**config.mk**
```make
export PLATFORM = sky130hd
export DESIGN_NAME = binary_to_decimal_ascii
export DESIGN_NICKNAME = d
export VERILOG_FILES = /design/src/rtl/b2da_pkg.sv /design/src/rtl/binary_to_decimal_ascii.sv
export SDC_FILE = /design/constraint.sdc
export NUM_CORES = 1
export LEC_CHECK = 0
export ABC_AREA = 1
export BUFFER_PORTS_ARGS = -buffer_cell sky130_fd_sc_hd__buf_4
export CAP_MARGIN = 0
export CELL_PAD_IN_SITES_DETAIL_PLACEMENT = 0
export CELL_PAD_IN_SITES_GLOBAL_PLACEMENT = 2
export CORE_ASPECT_RATIO = 0.9
export CORE_UTILIZATION = 40
export CTS_CLUSTER_DIAMETER = 50
export DETAILED_ROUTE_END_ITERATION = 6
export GPL_TIMING_DRIVEN = 0
export PLACE_DENSITY_LB_ADDON = 0.1
export SLEW_MARGIN = 30
export SYNTH_ARGS = -nofsm -noshare
export SYNTH_HDL_FRONTEND = slang
export SYNTH_SLANG_ARGS = --single-unit
export TNS_END_PERCENT = 30
```
**constraint.sdc**
```tcl
create_clock -name clk -period 13.9 [get_ports clk]
set_clock_uncertainty 0.1 [all_clocks]
set_input_delay 3.475 -clock clk [delete_from_list [all_inputs] [get_ports clk]]
set_output_delay 3.475 -clock clk [all_outputs]
set_load 0.02 [all_outputs]
```
**src/rtl/b2da_pkg.sv**
```systemverilog
// Shared constants for the binary to decimal ASCII converter.
`default_nettype none

package b2da_pkg;

  localparam int VALUE_W   = 31;
  localparam int CHAR_W    = 6;
  localparam int DIGIT_W   = 4;
  localparam int BIT_CNT_W = $clog2(VALUE_W);

  localparam logic [CHAR_W-1:0]  ASCII_ZERO = 6'd48;
  localparam logic [DIGIT_W-1:0] DABBLE_MIN = 4'd5;
  localparam logic [DIGIT_W-1:0] DABBLE_ADD = 4'd3;

endpackage

`default_nettype wire

```
**src/rtl/binary_to_decimal_ascii.sv**
```systemverilog
// Top level: bit-serial double-dabble binary to ASCII decimal converter.
// Sequence: input transaction, VALUE_W (31) shift-and-correct steps, then one step
//   per BCD digit position (MAX_DIGITS): leading zeros are dropped, others emitted.
// A new number is taken only in idle, once the last digit of the previous one is out;
//   the 31-step serial dabble loop and one digit per cycle (while out is free) set this.
// Reset: synchronous active-low rst_n returns to idle and clears the output valid.
`default_nettype none

module binary_to_decimal_ascii #(
  parameter int MAX_DIGITS = 10
) (
  input  logic                         clk,
  input  logic                         rst_n,
  input  logic                         in_valid,
  output logic                         in_ready,
  input  logic [b2da_pkg::VALUE_W-1:0] in_value,
  output logic                         out_valid,
  input  logic                         out_ready,
  output logic [b2da_pkg::CHAR_W-1:0]  out_digit_char,
  output logic                         out_last
);

  import b2da_pkg::*;

  localparam int BCD_W = DIGIT_W * MAX_DIGITS;
  localparam int CNT_W = $clog2(MAX_DIGITS + 1);
  localparam logic [CNT_W-1:0] CNT_FULL = CNT_W'(MAX_DIGITS);
  localparam logic [CNT_W-1:0] CNT_ONE  = CNT_W'(1);

  typedef enum logic [1:0] {
    S_IDLE,
    S_CONV,
    S_EMIT
  } state_t;

  state_t                 state_r,   state_nxt;
  logic [VALUE_W-1:0]     value_r,   value_nxt;    // binary shift register, MSB out
  logic [BCD_W-1:0]       bcd_r,     bcd_nxt;      // BCD digits, most significant on top
  logic [BIT_CNT_W-1:0]   bit_cnt_r, bit_cnt_nxt;  // remaining dabble steps - 1
  logic [CNT_W-1:0]       dig_cnt_r, dig_cnt_nxt;  // digit positions left to scan
  logic                   started_r, started_nxt;  // first non-zero digit seen
  logic                   out_valid_r, out_valid_nxt;
  logic [CHAR_W-1:0]      out_char_r,  out_char_nxt;
  logic                   out_last_r,  out_last_nxt;

  logic [BCD_W-1:0]       bcd_adj;
  logic [DIGIT_W-1:0]     top_digit;
  logic                   out_free;

  // Add-3 correction on every digit lane before the shift.
  always_comb begin
    for (int i = 0; i < MAX_DIGITS; i++) begin
      if (bcd_r[i*DIGIT_W +: DIGIT_W] >= DABBLE_MIN) begin
        bcd_adj[i*DIGIT_W +: DIGIT_W] = bcd_r[i*DIGIT_W +: DIGIT_W] + DABBLE_ADD;
      end else begin
        bcd_adj[i*DIGIT_W +: DIGIT_W] = bcd_r[i*DIGIT_W +: DIGIT_W];
      end
    end
  end

  assign top_digit = bcd_r[BCD_W-1 -: DIGIT_W];
  assign out_free  = !out_valid_r || out_ready;

  always_comb begin
    state_nxt     = state_r;
    value_nxt     = value_r;
    bcd_nxt       = bcd_r;
    bit_cnt_nxt   = bit_cnt_r;
    dig_cnt_nxt   = dig_cnt_r;
    started_nxt   = started_r;
    out_valid_nxt = out_valid_r && !out_ready;
    out_char_nxt  = out_char_r;
    out_last_nxt  = out_last_r;

    case (state_r)
      S_IDLE: begin
        if (in_valid) begin
          value_nxt   = in_value;
          bcd_nxt     = '0;
          bit_cnt_nxt = BIT_CNT_W'(VALUE_W - 1);
          state_nxt   = S_CONV;
        end
      end
      S_CONV: begin
        // Digits past the top lane fall off, keeping value mod 10^MAX_DIGITS.
        bcd_nxt   = {bcd_adj[BCD_W-2:0], value_r[VALUE_W-1]};
        value_nxt = {value_r[VALUE_W-2:0], 1'b0};
        bit_cnt_nxt = bit_cnt_r - BIT_CNT_W'(1);
        if (bit_cnt_r == '0) begin
          dig_cnt_nxt = CNT_FULL;
          started_nxt = 1'b0;
          state_nxt   = S_EMIT;
        end
      end
      S_EMIT: begin
        if (out_free) begin
          bcd_nxt     = bcd_r << DIGIT_W;
          dig_cnt_nxt = dig_cnt_r - CNT_ONE;
          if (started_r || top_digit != '0 || dig_cnt_r == CNT_ONE) begin
            // Emit this digit; the lowest one always goes out, so zero gives "0".
            started_nxt   = 1'b1;
            out_valid_nxt = 1'b1;
            out_char_nxt  = ASCII_ZERO + CHAR_W'(top_digit);
            out_last_nxt  = (dig_cnt_r == CNT_ONE);
            if (dig_cnt_r == CNT_ONE) begin
              state_nxt = S_IDLE;
            end
          end
        end
      end
      default: begin
        state_nxt = S_IDLE;
      end
    endcase
  end

  always_ff @(posedge clk) begin
    if (!rst_n) begin
      state_r     <= S_IDLE;
      out_valid_r <= 1'b0;
    end else begin
      state_r     <= state_nxt;
      out_valid_r <= out_valid_nxt;
    end
    value_r    <= value_nxt;
    bcd_r      <= bcd_nxt;
    bit_cnt_r  <= bit_cnt_nxt;
    dig_cnt_r  <= dig_cnt_nxt;
    started_r  <= started_nxt;
    out_char_r <= out_char_nxt;
    out_last_r <= out_last_nxt;
  end

  assign in_ready       = (state_r == S_IDLE);
  assign out_valid      = out_valid_r;
  assign out_digit_char = out_char_r;
  assign out_last       = out_last_r;

endmodule

`default_nettype wire
```
==> flow_summary.json, run 1 <==
{
  "die_x_microns": 117,
  "syn_to_final_growth_pct": 20.2,
  "clkTransAtPathRegs_ns": 0.06,
  "ys.flop_type": "edfxtp_1",
  "cp.required_ns": 13.86,
  "yosys.area.top_type_share_pct": 53.9,
  "routedWlPerCell_microns": 13.0,
  "fin_nets": 648,
  "die_area_sq_mm": 0.0124,
  "drt_iter0_drc": 245,
  "placed_cell_area_sq_mm": 0.00539,
  "fmaxAchievable_mhz": 206,
  "dieHeight_microns": 106,
  "p_total_uw": 1290,
  "async_flop_share_pct": 0,
  "diodes": 0,
  "path_class": "in -> reg",
  "ir_drop_v": 0.000117,
  "design_area_sq_mm": 0.00576,
  "ctsHoldBuffers": 0,
  "wl_met1_microns": 5060,
  "dp_hpwl_microns": 7010,
  "start_util_pct": 41.6,
  "powerDensity_mw_per_mm2": 224,
  "cp-start-kind": "input port",
  "seq_area_frac_synth_pct": 55.2,
  "cp-end-kind": "flip-flop",
  "max-slew-margin-rel_pct": 62.5,
  "final_antenna_net_count": 0,
  "grt_pass1_vias": 3551,
  "dr_wl_met2_microns": 4150,
  "gr-total-overflow": 0,
  "wl_microns": 9700,
  "grt_max_degree": 20,
  "worst_slew_pin_slew_ns": 0.560,
  "final_common_cell": "nand2_1",
  "coreArea_sq_mm": 0.0115,
  "place.gp.congestion": 0.753,
  "ys_ff_latch": 89,
  "syn-cell-area_sq_mm": 0.00479,
  "placed_cells": 729,
  "vias": 3552,
  "hold_class": "reg -> reg",
  "fin_crit_ns": 4.86,
  "post_cts_buffers": 0,
  "finalSetupTns_ns": 0,
  "route.met3.wl_microns": 361,
  "grt_util_all_layers_pct": 17.4,
  "clock_path_buffers": 2,
  "synth_area_per_cell_sq_um": 9.14,
  "cts_max_level": 3,
  "p_leak_uw": 0.00250,
  "fin_util_pct": 50.0,
  "ios": 44,
  "clock-sinks": 89,
  "synth_top_area_cell": "edfxtp_1",
  "synth_cells": 524,
  "cts_resized": 0,
  "maxCapViolCount": 0,
  "yosysUniqueCellTypes": 27,
  "setup_viol": 0,
  "antenna_found_initial": 0,
  "layout-drive-gt1-share_pct": 14.1,
  "cts_buffers": 9,
  "grt_pass1_wl_microns": 17000,
  "yosys_warnings": 0,
  "port_buffers": 41,
  "layout_common_cells": "nand2_1 (161), edfxtp_1 (86), inv_1 (65)",
  "layout_worst_path_cycle_share_pct": 35.0,
  "drc": 0,
  "outcome": "complete, no violations",
  "critPathMaxFanout": 8,
  "clock_latency_ns": 0.35,
  "rsz0062_at_grt": "no",
  "synth.area.top_cells": "edfxtp_1 (54%), nand2_1 (13%), ha_1 (7.6%)",
  "hold_viol_final": 0,
  "maxUsedRoutingLayer": "met4",
  "firstDrtPassIters": 4,
  "cp.arrival_ns": 4.82,
  "cts_tree": "yes",
  "synth-edff-count": 86,
  "layout.cells.non_filler": 745,
  "viasPerCell": 4.77,
  "root_buffer": "clkbuf_16",
  "rows": 37,
  "drv_slew": 0
}
## Yosys cell counts (4+ instances only)
master / count
buf_2: 6
buf_4: 5
a21oi_1: 13
o21ai_0: 40
nand3_1: 24
xor2_1: 8
o21ai_1: 4
edfxtp_1: 86
nand2_1: 161
ha_1: 29
o32ai_1: 7
nor2_1: 48
o22ai_1: 4
clkbuf_1: 4
inv_1: 65
## flip-flops by register name, summed over array words and instances (netlist names)
signal,flops
bcd_r,40
value_r,31
bit_cnt_r,5
dig_cnt_r,4
out_digit_char,4
state_r,2
out_last,1
out_valid,1
started_r,1
## critical path: stages
cell	delay, ns
buf_4	0.08
inv_1	0.04
nand2_1	0.10
nor2_4	0.05
nor3_2	0.43
buf_4	0.27
buf_4	0.19
buf_4	0.17
## path summary, 6_finish.rpt
path,from,endpoint,slack [ns],depth (start not counted)
max,out_ready,bcd_r[21],9.04,8
min reg2reg,bcd_r[37],out_digit_char[1],0.36,0
min,bcd_r[37],out_digit_char[1],0.36,0
max reg2reg,state_r[0],bcd_r[21],11.41,8
## where the power goes
part / switching [uW] / total (uW) / internal [uW]
Clock: 104 / 298 / 194
Combinational: 309 / 469 / 160
Sequential: 61.1 / 522 / 461
Total: 474 / 1290 / 815
## layer usage
| layer | GRT usage [%] | up-vias |
|---|---|---|
| met5 | 0 | - |
| met4 | 5.84 | 0 |
| met3 | 4.11 | 8 |
| met2 | 26.4 | 57 |
| met1 | 24.3 | 1641 |
| li1 | - | 1846 |
## final cells by class
type                            count  area [sq um]
Buffer                             15          82.6
Clock buffer                        9           225
Clock inverter                      7           141
Fill cell                        1074          5770
Inverter                           68           255
Multi-Input combinational cell    353          1830
Sequential cell                    89          2640
Tap cell                          156           195
Timing Repair Buffer               48           388
## kinds of logic (layout without fill, tap and decap cells)
group	count (synthesis)	after routing	share of synthesized area, %
AOI/OAI and AO/OA	73	73	8.54
xor gates and xnor gates	10	10	1.83
DFF	89	89	55.2
and+or+nand+nor	239	239	19.8
buffers and inverters	83	147	7.05
other	1	2	0.0783
adders and majority gates	29	29	7.57
## metrics by stage
step	setup slack [ns]	hold slack [ns]
global route	8.90	0.375
detailed placement	8.63	0.342
floorplan	6.92	0.326
CTS	9.00	0.358
global placement	5.34	0.342
finish	9.04	0.355
Note: power is estimated with default switching activity, not from simulation.
==> run 2: changes to the inputs <==
Settings changed: CORE_UTILIZATION 40 to 34.
Clock period 13.9 ns to 4.3 ns, I/O delays scaled along.
==> flow_summary.json, run 2 (synthesis gave the netlist of run 1 again) <==
{
  "outcome": "complete, no violations",
  "wl_microns": 10200,
  "cts_max_level": 3,
  "r2r_slack_ns": 2.02,
  "place.gp.congestion": 0.773,
  "diodes": 0,
  "comb_power_share_pct": 37.8,
  "design_area_sq_mm": 0.00573,
  "max-slew-margin-rel_pct": 56.6,
  "drv_slew": 0,
  "dieHeight_microns": 115,
  "cp-start-kind": "flip-flop",
  "placed_cell_area_sq_mm": 0.00543,
  "rows": 40,
  "cts_tree": "yes",
  "layout_worst_path_cycle_share_pct": 55.3,
  "switching_share_pct": 38.7,
  "grt_util_all_layers_pct": 15.3,
  "syn_to_final_growth_pct": 19.5,
  "ctsHoldBuffers": 0,
  "power_frac_seq_pct": 42.4,
  "die_area_sq_mm": 0.0146,
  "switching_power_uw": 1540,
  "powerDensity_mw_per_mm2": 697,
  "fin_crit_ns": 2.38,
  "crit_buf_inv": 2,
  "clkTransAtPathRegs_ns": 0.07,
  "largest_reg_flops": 40,
  "ios": 44,
  "slowest_stage": "dfxtp_1",
  "r2r_cells": 6,
  "cp-end-kind": "primary output",
  "coreArea_sq_mm": 0.0136,
  "vias": 3517,
  "gr-total-overflow": 0,
  "fmaxAchievable_mhz": 421,
  "largest_register": "bcd_r",
  "post_cts_buffers": 0,
  "drt_iter0_drc": 169,
  "hold_ws_ns": 0.362,
  "grt_pass1_wl_microns": 17100,
  "r2r_start": "state_r[1]",
  "path_cells": "inv_1 -> ha_1 -> buf_4",
  "drc": 0,
  "dp_hpwl_microns": 7340,
  "maxCapViolCount": 0,
  "start_util_pct": 35.3,
  "fin_util_pct": 42.2,
  "intPower_uw": 2450,
  "setup_viol": 0,
  "grt_pass1_vias": 3511,
  "critPathMaxStageDelay_ns": 0.39,
  "routedWlPerCell_microns": 13.2,
  "final_common_cell": "nand2_1",
  "min_from": "bcd_r[37]",
  "cts_buffers": 9,
  "grt_max_degree": 21,
  "hold_path_depth": 0,
  "cp.required_ns": 3.12,
  "r2r_end": "value_r[18]",
  "critPathMaxFanout": 4,
  "hold_viol_final": 0,
  "port_buffers": 41,
  "fin_nets": 645,
  "p_clk_share_pct": 19.8,
  "p_total_uw": 3990,
  "clock_latency_ns": 0.35,
  "cp.arrival_ns": 1.20,
  "layout.cells.non_filler": 775,
  "placed_cells": 759,
  "worst_slew_pin_slew_ns": 0.650,
  "ir_drop_v": 0.000252,
  "clock_path_buffers": 2,
  "cp_top_family": "flip-flops",
  "firstDrtPassIters": 4,
  "hold_class": "reg -> reg",
  "layout-drive-gt1-share_pct": 13.7,
  "antenna_found_initial": 0,
  "p_leak_uw": 0.00246,
  "path_class": "reg -> out",
  "root_buffer": "clkbuf_16",
  "final_antenna_net_count": 0,
  "hold_end": "out_digit_char[1]",
  "reg.largest.list": "bcd_r (40), value_r (31), bit_cnt_r (5)",
  "rsz0062_at_grt": "no",
  "clock-sinks": 89,
  "die_x_microns": 127,
  "cts_resized": 0,
  "layout_common_cells": "nand2_1 (161), edfxtp_1 (86), inv_1 (65)",
  "viasPerCell": 4.54
}
## run 2: power groups by stage
stage / sequential [uW] / clock [uW] / combinational [uW]
after CTS: 1690 / 825 / 1530
after global routing: 1750 / 854 / 1740
after floorplan: 1680 / 0 / 1050
after global placement: 1730 / 0 / 1430
final: 1690 / 791 / 1510
after detailed placement: 1710 / 0 / 1530
## run 2: worst max-delay path by stage
| stage | from | end | slack [ns] | cells past startpoint |
|---|---|---|---|---|
| after floorplan | in_valid | bit_cnt_r[0] | 0.83 | 2 |
| after global routing | state_r[0] | in_ready | 1.85 | 3 |
| after detailed placement | out_ready | bcd_r[17] | 1.77 | 7 |
| after CTS | state_r[0] | in_ready | 1.89 | 3 |
| final | state_r[0] | in_ready | 1.92 | 3 |
| after global placement | in_valid | value_r[16] | -0.20 | 3 |
## run 2: through the flow
stage               worst slack (ns)  setup TNS, ns
floorplan                      0.832              0
global placement              -0.203         -11.19
detailed placement              1.77              0
CTS                             1.89              0
global route                    1.85              0
finish                          1.92              0
## run 2: routing by layer
metal	part of all wire, %	GRT usage [%]	vias to the layer above	wire length, microns
li1	-	-	1836	-
met1	52	20.8	1613	5300
met2	43	23.4	54	4400
met3	3.4	3.74	14	350
met4	1.8	6.51	0	183
met5	0	0	-	0
## run 2: area by class of cell
cell class | instances | area [sq um]
plain buffers | 15 | 82.6
clock inverters | 7 | 71.3
well taps | 189 | 236
clock buffers | 9 | 225
fillers | 1410 | 7840
inverters | 68 | 255
repair buffers | 45 | 377
flip-flops and latches | 89 | 2640
multi-input cells | 353 | 1840
